[src/rtl/dsbe_pkg.sv]
// Shared constants and types for the delayed smoothing background estimator.
package dsbe_pkg;

  localparam int MAX_WINDOW    = 1024;
  localparam int ADDR_BITS     = $clog2(MAX_WINDOW);
  localparam int COUNT_BITS    = 16;
  localparam int WIN_BITS      = 11;
  localparam int ALPHA_BITS    = 17;
  localparam int SLEEP_BITS    = 16;
  localparam int CNT_BITS      = 17;
  localparam int SUM_BITS      = 26;
  localparam int EST_BITS      = 32;
  localparam int FRAC_BITS     = 16;
  localparam int DIVIDEND_BITS = SUM_BITS + FRAC_BITS;
  localparam int DIV_STEPS     = DIVIDEND_BITS;
  localparam int DIV_CNT_BITS  = $clog2(DIV_STEPS);
  localparam int PROD_A_BITS   = ALPHA_BITS + COUNT_BITS;
  localparam int PROD_B_BITS   = ALPHA_BITS + EST_BITS;
  localparam int SMOOTH_BITS   = EST_BITS + 2;

  localparam logic [ALPHA_BITS-1:0] ONE_Q16     = ALPHA_BITS'(65536);
  localparam logic [ALPHA_BITS-1:0] ALPHA_RESET = ALPHA_BITS'(6554);
  localparam logic [WIN_BITS-1:0]   WIN_RESET   = WIN_BITS'(16);
  localparam logic [SLEEP_BITS-1:0] SLEEP_RESET = '0;

  // operating modes, also reported as the phase of each result
  localparam logic [1:0] MODE_COLLECT = 2'd0;
  localparam logic [1:0] MODE_UPDATE  = 2'd1;
  localparam logic [1:0] MODE_TEST    = 2'd2;

  // register map (word index)
  localparam int CFG_ADDR_BITS = 4;
  localparam logic [1:0] REG_ALPHA  = 2'd0;
  localparam logic [1:0] REG_WINDOW = 2'd1;
  localparam logic [1:0] REG_SLEEP  = 2'd2;

  typedef struct packed {
    logic load_in;
    logic access;
    logic mul;
    logic add;
    logic div_start;
    logic div_take;
    logic out_load;
  } dsbe_cmd_t;

  typedef struct packed {
    logic collect;
    logic collect_end;
    logic div_done;
    logic out_free;
  } dsbe_status_t;

endpackage

[src/rtl/dsbe_ctrl.sv]
// Sequencing state machine: one request at a time through access, smoothing or divide.
module dsbe_ctrl import dsbe_pkg::*; (
  input  logic         clk,
  input  logic         rst_n,
  input  logic         in_tvalid,
  input  dsbe_status_t status,
  output logic         in_tready,
  output dsbe_cmd_t    cmd
);

  localparam logic [2:0] S_IDLE     = 3'd0;
  localparam logic [2:0] S_ACCESS   = 3'd1;
  localparam logic [2:0] S_MUL      = 3'd2;
  localparam logic [2:0] S_ADD      = 3'd3;
  localparam logic [2:0] S_DIV_GO   = 3'd4;
  localparam logic [2:0] S_DIV_WAIT = 3'd5;
  localparam logic [2:0] S_DONE     = 3'd6;

  logic [2:0] state_r;
  logic [2:0] state_nxt;

  always_comb begin
    state_nxt = state_r;
    in_tready = 1'b0;
    cmd       = '0;
    unique case (state_r)
      S_IDLE: begin
        in_tready = 1'b1;
        if (in_tvalid) begin
          cmd.load_in = 1'b1;
          state_nxt   = S_ACCESS;
        end
      end
      S_ACCESS: begin
        cmd.access = 1'b1;
        if (status.collect) begin
          state_nxt = status.collect_end ? S_DIV_GO : S_DONE;
        end else begin
          state_nxt = S_MUL;
        end
      end
      S_MUL: begin
        cmd.mul   = 1'b1;
        state_nxt = S_ADD;
      end
      S_ADD: begin
        cmd.add   = 1'b1;
        state_nxt = S_DONE;
      end
      S_DIV_GO: begin
        cmd.div_start = 1'b1;
        state_nxt     = S_DIV_WAIT;
      end
      S_DIV_WAIT: begin
        if (status.div_done) begin
          cmd.div_take = 1'b1;
          state_nxt    = S_DONE;
        end
      end
      S_DONE: begin
        if (status.out_free) begin
          cmd.out_load = 1'b1;
          state_nxt    = S_IDLE;
        end
      end
      default: state_nxt = S_IDLE;
    endcase
  end

  always_ff @(posedge clk) begin
    if (!rst_n) begin
      state_r <= S_IDLE;
    end else begin
      state_r <= state_nxt;
    end
  end

endmodule

[config.mk]
export PLATFORM = sky130hd
export DESIGN_NAME = dsbe_ctrl
export DESIGN_NICKNAME = d
export VERILOG_FILES = /design/src/rtl/dsbe_pkg.sv /design/src/rtl/dsbe_ctrl.sv
export SDC_FILE = /design/constraint.sdc
export NUM_CORES = 1
export LEC_CHECK = 0
export BUFFER_PORTS_ARGS = -buffer_cell sky130_fd_sc_hd__buf_2
export CORE_AREA = 3 3 40 42
export DETAILED_ROUTE_END_ITERATION = 10
export DIE_AREA = 0 0 43 45
export SLEW_MARGIN = 40
export SYNTH_ARGS = -nofsm -noshare
export SYNTH_HDL_FRONTEND = slang
export SYNTH_SLANG_ARGS = --single-unit
export TNS_END_PERCENT = 30
[constraint.sdc]
create_clock -name clk -period 0.93 [get_ports clk]
set_input_delay 0.1395 -clock clk [delete_from_list [all_inputs] [get_ports clk]]
set_output_delay 0.1395 -clock clk [all_outputs]
set_load 0.02 [all_outputs]
Word level (Yosys, flattened, before mapping)
Cells that the tools add are included.
- flip-flop bits (word level): 3
- input bits: 7
- output and inout bits: 8
- equal/unequal tests: 9
- mux-type cells: 17
- reductions and logical operators: 2
- operator list (operator ; number):
    $pmux 3 s7 ; 1
    $mux 3 ; 4
    $mux 1 ; 11
    $eq 3x3->1 const B ; 3
    $eq 3x2->1 const B ; 2
    $ne 2x2->1 const B ; 3
    $eq 3x1->1 const B ; 1
    $logic_not 3->1 ; 1
    $reduce_and 3->1 ; 1
    $mux 2 ; 1

Longest topological paths before layout
Gate-level depths: netlist (run 1).
- word-level depth: 3
- gate-level depth with buffers: 4
- depth with buffers taken out: 3

Worst setup path after synthesis (run 1)
No wires, ideal clock.
- path kind: register -> output
- start point: register state_r[0]
- end point: output port cmd[6] in the netlist's numbering
- arrival: 1.053 ns
- data required time: 0.791 ns
- setup slack: -0.262 ns
- stages on the path, launching flop included: 4
- buffers on the path: 1
- cells stage by stage: dfxtp_1 buf_6 nor3_2 and2_1
- RTL lines (item ; line ; RTL):
    from (decl) ; dsbe_ctrl.sv:19 ; logic [2:0] state_r;
    from (signal assigned) ; dsbe_ctrl.sv:74 ; state_r <= state_nxt;
    to (decl) ; dsbe_ctrl.sv:8 ; output dsbe_cmd_t cmd

==> results.rst, run 1 <==
.. list-table::
   :header-rows: 1

   * - Metric
     - Value
   * - Beginning of the worst hold path
     - rst_n
   * - Setup slack on the worst flop-to-flop path
     - -0.01 ns
   * - Warnings from Yosys
     - 0
   * - Violated checks
     - setup timing
   * - Initial core utilization
     - 17.9%
   * - Worst-case setup margin in the final layout
     - -0.282 ns
   * - Critical-path maximum fanout
     - 6
   * - Total number of H-tree levels
     - 1
   * - Global-route wire length before repair
     - 1150 um
   * - CP endpoint kind
     - output port
   * - Clock slew at reported path FFs
     - 0.04 ns
   * - # diodes
     - 0
   * - Proportion of power drawn by flip-flops and latches
     - 22.5%
   * - Class of the most critical setup path
     - reg -> out
   * - Post-synthesis register bit count
     - 3
   * - Cell with the most instances on the worst path
     - buf_6
   * - Final WL
     - 676 um
   * - Buffers added on ports
     - 14
   * - R2R Path Start
     - state_r[1]$_SDFFE_PN0P_
   * - CTS tree
     - built
   * - Biggest registers after layout
     - state_r (3)
   * - Post-Layout Cell Count
     - 71
   * - Switch share
     - 33.8%
   * - Hold Worst Slack
     - 0.139 ns
   * - CP required
     - 0.79 ns
   * - Clk pwr share
     - 30.8%
   * - Iter 0 DRT Violations
     - 2
   * - Relative slew slack
     - 86.7%
   * - Area contributors post-synth
     - dfxtp_1 26%, nor2b_4 6.0%, and2_1 5.4%
   * - Total nets after synthesis
     - 36
   * - Peak supply drop
     - 0.000404 V
   * - Standard-cell row count
     - 13
   * - Number of design rule violations left after detail routing
     - 0
   * - Worst hold path depth
     - 3
   * - Comb power frac
     - 46.7%
   * - Register containing the most flip-flops in the final layout
     - state_r
   * - Leakage
     - 0.235 nW
   * - DP Cell Count
     - 66
   * - Die Area
     - 0.00194 sq mm
   * - Clock insertion delay at the later pin of the skew report
     - 0.24 ns
   * - Maximum frequency from static timing analysis
     - 825 MHz
   * - Largest incremental delay on the critical path
     - 0.32 ns
   * - Reg-to-Reg End
     - state_r[1]$_SDFFE_PN0P_
   * - GRT Util Overall
     - 8.34%
   * - Max-slew violations
     - 0
   * - Unique masters post-synth
     - 20
   * - Final min period
     - 1.21 ns
   * - Root Buffer
     - clkbuf_4
   * - Count of vias placed by the detailed router
     - 291
   * - Clock Path Buffers
     - 2
   * - Largest net degree at the start of global routing
     - 7
   * - Height of the die
     - 45 um
   * - Synth Area per Inst
     - 7.94 sq um
   * - Routability congestion estimate
     - 0.743
   * - Power spent charging and discharging nets
     - 0.259 mW
   * - Endpoints failing hold
     - 0
   * - Fraction of layout cells with a size suffix above 1
     - 82.1%
   * - Max_cap viols
     - 0
   * - CTS sink cnt
     - 3
   * - Part of the Yosys area used for sequential elements
     - 26.1%
   * - List of cells traversed by the critical path
     - buf_6 > nor3_4 > and2_4 > buf_6
   * - Number of CTS-inserted buffers
     - 3
   * - Antenna violations before repair
     - 0
   * - Worst setup SP type
     - register
   * - Register-to-Register Path Depth
     - 5
   * - Number of setup violations in the final report
     - 9
   * - Detailed Routing Iterations Pass 1
     - 2
   * - Worst Hold End
     - state_r[0]$_SDFFE_PN0P_
   * - GRT overflow
     - 0
   * - Per-cell via count in the routed design
     - 4.10
   * - Worst-margin pin slew
     - 0.200 ns
   * - Cell area after synthesis
     - 230 sq um
   * - Int Power
     - 0.507 mW
   * - Die width
     - 43 um
   * - Power density over the cells
     - 1510 mW/mm^2
   * - Post-Syn Instances
     - 29
   * - Post-DRT Antenna Nets
     - 0
   * - Number of top-level pins
     - 15
   * - Nets
     - 64
   * - Placeable core region
     - 0.00128 sq mm
   * - Via count of the first global-routing pass
     - 283
   * - Signed area change from the synthesized netlist to the final layout
     - 121%
   * - Post-route clock period utilization
     - 130%
   * - Detail Placement HPWL
     - 536 um
   * - Status
     - complete, but fails checks
   * - Data arrival time of the critical path
     - 1.07 ns
   * - Unrepaired setup endpoints after global routing
     - true
   * - Cell taking the most area after synthesis
     - dfxtp_1
   * - Flip-flop count of the largest register, all copies and words added
     - 3
   * - Area share of the largest cell type after synthesis
     - 26.1%
   * - Fill cell total of the finished layout
     - 135
   * - Hold crit path type
     - in -> reg
   * - Worst-case clock skew
     - 0.00220 ns
   * - Library cell contributing the largest single delay on the critical path
     - dfxtp_2
   * - Average wire length per cell after detail routing
     - 9.52 um
==> timing repair <==
item	CTS	global route
setup buffers	1	0
endpoints found under the hold margin	0	0
pin swaps	2	2
hold buffers	0	0
endpoints found under the setup margin	10	11
resized for setup	21	5
==> critical path, delay by kind of cell, from the launching register on <==
family	cells	cell delay [ns]
flops	1	0.32
simple gates	2	0.28
buf+inv	2	0.23
==> area by class of cell <==
class,instances,area (sq um),area share [%]
multi-input combinational,23,195,38.4
timing repair buffer,25,190,37.4
sequential,3,68.8,13.5
clock buffer,4,26.3,5.17
tap,15,18.8,3.69
inverter,1,8.76,1.72
==> kinds of logic (layout without fill, tap and decap cells) <==
group | Yosys count | count (layout) | synth area share, %
AO/OA/AOI/OAI | 8 | 8 | 24.5
flip-flops | 3 | 3 | 26.1
AND/OR/NAND/NOR | 15 | 15 | 40.8
buffers and inverters | 3 | 30 | 8.69
==> worst max-delay path by stage <==
stage	from	to	slack, ns	cells after the start
4_1_cts	state_r[1]$_SDFFE_PN0P_	cmd[6]	-0.30	4
3_5_place_dp	state_r[0]$_SDFFE_PN0P_	cmd[1]	-0.13	3
6_report	state_r[1]$_SDFFE_PN0P_	cmd[6]	-0.28	4
5_1_grt	state_r[1]$_SDFFE_PN0P_	cmd[6]	-0.36	4
3_3_place_gp	state_r[0]$_SDFFE_PN0P_	cmd[1]	-0.11	3
2_1_floorplan	state_r[0]$_SDFFE_PN0P_	cmd[6]	-0.13	3
==> per-layer routing <==
| metal | routed length [um] | global-route usage (%) |
|---|---|---|
| met1 | 315 | 10.9 |
| met2 | 283 | 11.1 |
| met3 | 53 | 1.20 |
| met4 | 24 | 9.04 |
| met5 | 0 | 0 |
==> synthesized netlist by cell type <==
master and n:
a21boi_2 1, a21oi_1 2, and2_1 2, and3_1 2, buf_2 1, buf_6 1
dfxtp_1 3, inv_2 1, nand2_1 3, nand3_1 1, nand3b_1 1, nor2_1 1
nor2b_4 1, nor3_1 2, nor3_2 1, nor3b_1 1, o211ai_2 1, o21ai_0 1
o21ai_1 2, o21bai_1 1
==> through the flow <==
step / setup TNS (ns) / total power [mW] / setup WS (ns) / instance area, sq um / util (%)
2_1_floorplan: -0.504 / 0.343 / -0.129 / 254 / -
3_3_place_gp: -0.570 / 0.463 / -0.111 / 402 / 31.3
3_5_place_dp: -0.699 / 0.466 / -0.126 / 402 / 31.3
4_1_cts: -2.05 / 0.770 / -0.304 / 488 / 38.0
5_1_grt: -2.53 / 0.829 / -0.360 / 508 / 39.5
6_report: -1.91 / 0.766 / -0.282 / 508 / 39.5
==> cells in the final DEF, fill, tap and decap left out, types with 2 or more instances in the layout <==
cell	Yosys	final
buf_4	0	11
and2_4	0	2
nor3_2	1	2
nand2_1	3	2
clkbuf_4	0	3
buf_2	1	8
buf_6	1	6
dfxtp_4	0	2
o21ai_1	2	3
==> power groups by stage <==
stage	logic, mW	registers [mW]	clock network (mW)
after floorplan	0.187	0.157	0
after global placement	0.298	0.165	0
after detailed placement	0.300	0.166	0
after CTS	0.351	0.173	0.245
after global routing	0.389	0.176	0.264
final	0.358	0.172	0.236
Note: power is estimated with default switching activity, not from simulation.
==> run 2, diff against run 1 <==
BUFFER_PORTS_ARGS = default   (was -buffer_cell sky130_fd_sc_hd__buf_2)
DONT_BUFFER_PORTS = 1   (was default)
MAX_ROUTING_LAYER = met4   (was default)
==> run 2 against run 1 <==
  * The flow still finishes with violations (setup timing)
  * Count of clock-buffer cells in the layout unchanged
  * Maximum frequency down 0.40%
  * Design area down 15%
  * Hold slack worse by 0.11 ns
  * Non-clock buffer count down 10
  * First-iteration DRC count down 50%
  * Largest cell class unchanged
==> results.rst, run 2 (synthesized netlist as in run 1, its figures left out) <==
.. list-table::
   :header-rows: 1

   * - Metric
     - Value
   * - Initial core utilization
     - 17.9%
   * - Root Buffer
     - clkbuf_4
   * - Number of top-level pins
     - 15
   * - Worst-case setup margin in the final layout
     - -0.287 ns
   * - Flip-flop and latch area
     - 66.3 sq um
   * - Largest net degree at the start of global routing
     - 8
   * - Max-slew violations
     - 0
   * - Number of buffers inserted for hold repair after clock tree synthesis
     - 0
   * - Count of vias placed by the detailed router
     - 269
   * - # diodes
     - 0
   * - GRT Util Overall
     - 8.05%
   * - CP required
     - 0.79 ns
   * - Cell with the most instances on the worst path
     - buf_6
   * - Routability congestion estimate
     - 0.681
   * - Number of setup violations in the final report
     - 9
   * - Post-Layout Cell Count
     - 61
   * - Most used cells in the layout excluding fill and tap cells
     - 11 x buf_4, 4 x buf_6, 3 x nand2_1, 3 x clkbuf_4
   * - Per-cell via count in the routed design
     - 4.41
   * - Clock insertion delay at the later pin of the skew report
     - 0.23 ns
   * - Area post-placement
     - 362 sq um
   * - Buffers added on ports
     - 0
   * - Largest delay contributor family on the critical path
     - flip-flops
   * - Worst hold path depth
     - 2
   * - Max_cap viols
     - 0
   * - CTS tree
     - built
   * - Detail Placement HPWL
     - 558 um
   * - Leakage
     - 0.188 nW
   * - Via count of the first global-routing pass
     - 275
   * - Most common cell after layout, fill and taps aside
     - buf_4
   * - Nets
     - 54
   * - Post-route clock period utilization
     - 131%
   * - GRT overflow
     - 0
   * - Endpoints failing hold
     - 0
   * - Class of the most critical setup path
     - reg -> out
   * - Largest incremental delay on the critical path
     - 0.31 ns
   * - CTS sink cnt
     - 3
   * - Post-DRT Antenna Nets
     - 0
   * - Peak supply drop
     - 0.000727 V
   * - Global-route wire length before repair
     - 1110 um
   * - CP endpoint kind
     - output port
   * - Register-to-Register Path Depth
     - 6
   * - Average wire length per cell after detail routing
     - 10.7 um
   * - Total number of H-tree levels
     - 1
   * - Power density over the cells
     - 1640 mW/mm^2
   * - Setup slack on the worst flop-to-flop path
     - -0.12 ns
   * - Worst-margin pin slew
     - 0.173 ns
   * - Buffers and inverters on the worst path
     - 2
   * - Status
     - complete, but fails checks
   * - Worst setup SP type
     - register
   * - Detailed Routing Iterations Pass 1
     - 3
   * - Number of CTS-inserted buffers
     - 3
   * - Register containing the most flip-flops in the final layout
     - state_r
   * - Hold crit path type
     - in -> reg
   * - Die width
     - 43 um
   * - Combined area of the multi-input logic cells
     - 185 sq um
   * - Final min period
     - 1.22 ns
   * - Final WL
     - 655 um
   * - Signed area change from the synthesized netlist to the final layout
     - 88.0%
   * - Reg-to-Reg End
     - state_r[1]$_SDFFE_PN0P_
   * - Placeable core region
     - 0.00128 sq mm
   * - Relative slew slack
     - 88.4%
   * - Clock Path Buffers
     - 2
   * - Critical-path maximum fanout
     - 6
   * - Maximum frequency from static timing analysis
     - 822 MHz
   * - Height of the die
     - 45 um
   * - Beginning of the worst hold path
     - rst_n
   * - Summed area of non-filler cells in the final layout
     - 433 sq um
   * - Number of design rule violations left after detail routing
     - 0
   * - Clock slew at reported path FFs
     - 0.04 ns
   * - List of cells traversed by the critical path
     - buf_6 > buf_6 > nor3_4 > and2_4
   * - Flip-flop count of the largest register, all copies and words added
     - 3
   * - Unrepaired setup endpoints after global routing
     - true
   * - Antenna violations before repair
     - 0
   * - Fraction of layout cells with a size suffix above 1
     - 73.9%
   * - Standard-cell row count
     - 13
   * - Data arrival time of the critical path
     - 1.08 ns
   * - Biggest registers after layout
     - state_r (3)
   * - Die Area
     - 0.00194 sq mm
   * - Fill cell total of the finished layout
     - 134
   * - R2R Path Start
     - state_r[1]$_SDFFE_PN0P_
   * - DP Cell Count
     - 56
   * - Worst Hold End
     - state_r[0]$_SDFFE_PN0P_
   * - Library cell contributing the largest single delay on the critical path
     - dfxtp_2
   * - Iter 0 DRT Violations
     - 1
   * - Violated checks
     - setup timing
   * - Worst-case clock skew
     - 0.000351 ns
run 2: final cells by class:
cell class	count	share of cell area, %
clock buffers	4	6.07
well taps	15	4.34
flip-flops and latches	3	15.3
multi-input cells	23	42.8
inverters	1	2.02
repair buffers	15	29.5
run 2: through the flow:
stage / util, % / hold slack (ns) / TNS, ns / setup slack, ns / power [mW]
5_1_grt: 33.7 / 0.0409 / -2.39 / -0.354 / 0.771
4_1_cts: 32.6 / 0.0191 / -1.98 / -0.302 / 0.720
6_report: 33.7 / 0.0279 / -1.88 / -0.287 / 0.710
2_1_floorplan: - / 0.268 / -0.504 / -0.129 / 0.343
3_5_place_dp: 28.1 / 0.278 / -0.518 / -0.107 / 0.448
3_3_place_gp: 28.1 / 0.283 / -0.418 / -0.0863 / 0.442
run 2: where the power goes:
| part | internal [mW] | switching (mW) | total [mW] |
|---|---|---|---|
| Clock | 0.161 | 0.0674 | 0.228 |
| Combinational | 0.171 | 0.142 | 0.314 |
| Sequential | 0.147 | 0.0203 | 0.168 |
| Total | 0.480 | 0.230 | 0.710 |
run 2: worst register-to-register path, delay by kind of cell (launching register included):
family	cells	cell delay (ns)
AO/OA/AOI/OAI	2	0.20
buffers and inverters	3	0.34
flip-flops	1	0.31
AND/OR/NAND/NOR	1	0.12
run 2: per-layer routing:
metal / vias up / track usage (%) / part of all wire, %
li1: 136 / - / -
met3: 0 / 5.98 / 14
met4: 0 / 1.81 / 0
met1: 119 / 8.17 / 44
met2: 14 / 12.6 / 42
met5: - / - / 0
run 2: how the worst max path moves through the flow:
stage | from | to | slack (ns) | cells after the start
after floorplan | state_r[0]$_SDFFE_PN0P_ | cmd[6] | -0.13 | 3
after global placement | state_r[2]$_SDFFE_PN0P_ | cmd[2] | -0.09 | 3
after detailed placement | state_r[2]$_SDFFE_PN0P_ | cmd[0] | -0.11 | 3
after CTS | state_r[1]$_SDFFE_PN0P_ | cmd[6] | -0.30 | 4
after global routing | state_r[1]$_SDFFE_PN0P_ | cmd[6] | -0.35 | 4
final | state_r[1]$_SDFFE_PN0P_ | cmd[6] | -0.29 | 4
run 2: repair_timing:
item	4_1_cts	5_1_grt
pin swaps	3	3
hold endpoints to repair	0	0
setup endpoints to repair	10	10
resized for setup	14	2
buffers inserted	0	1
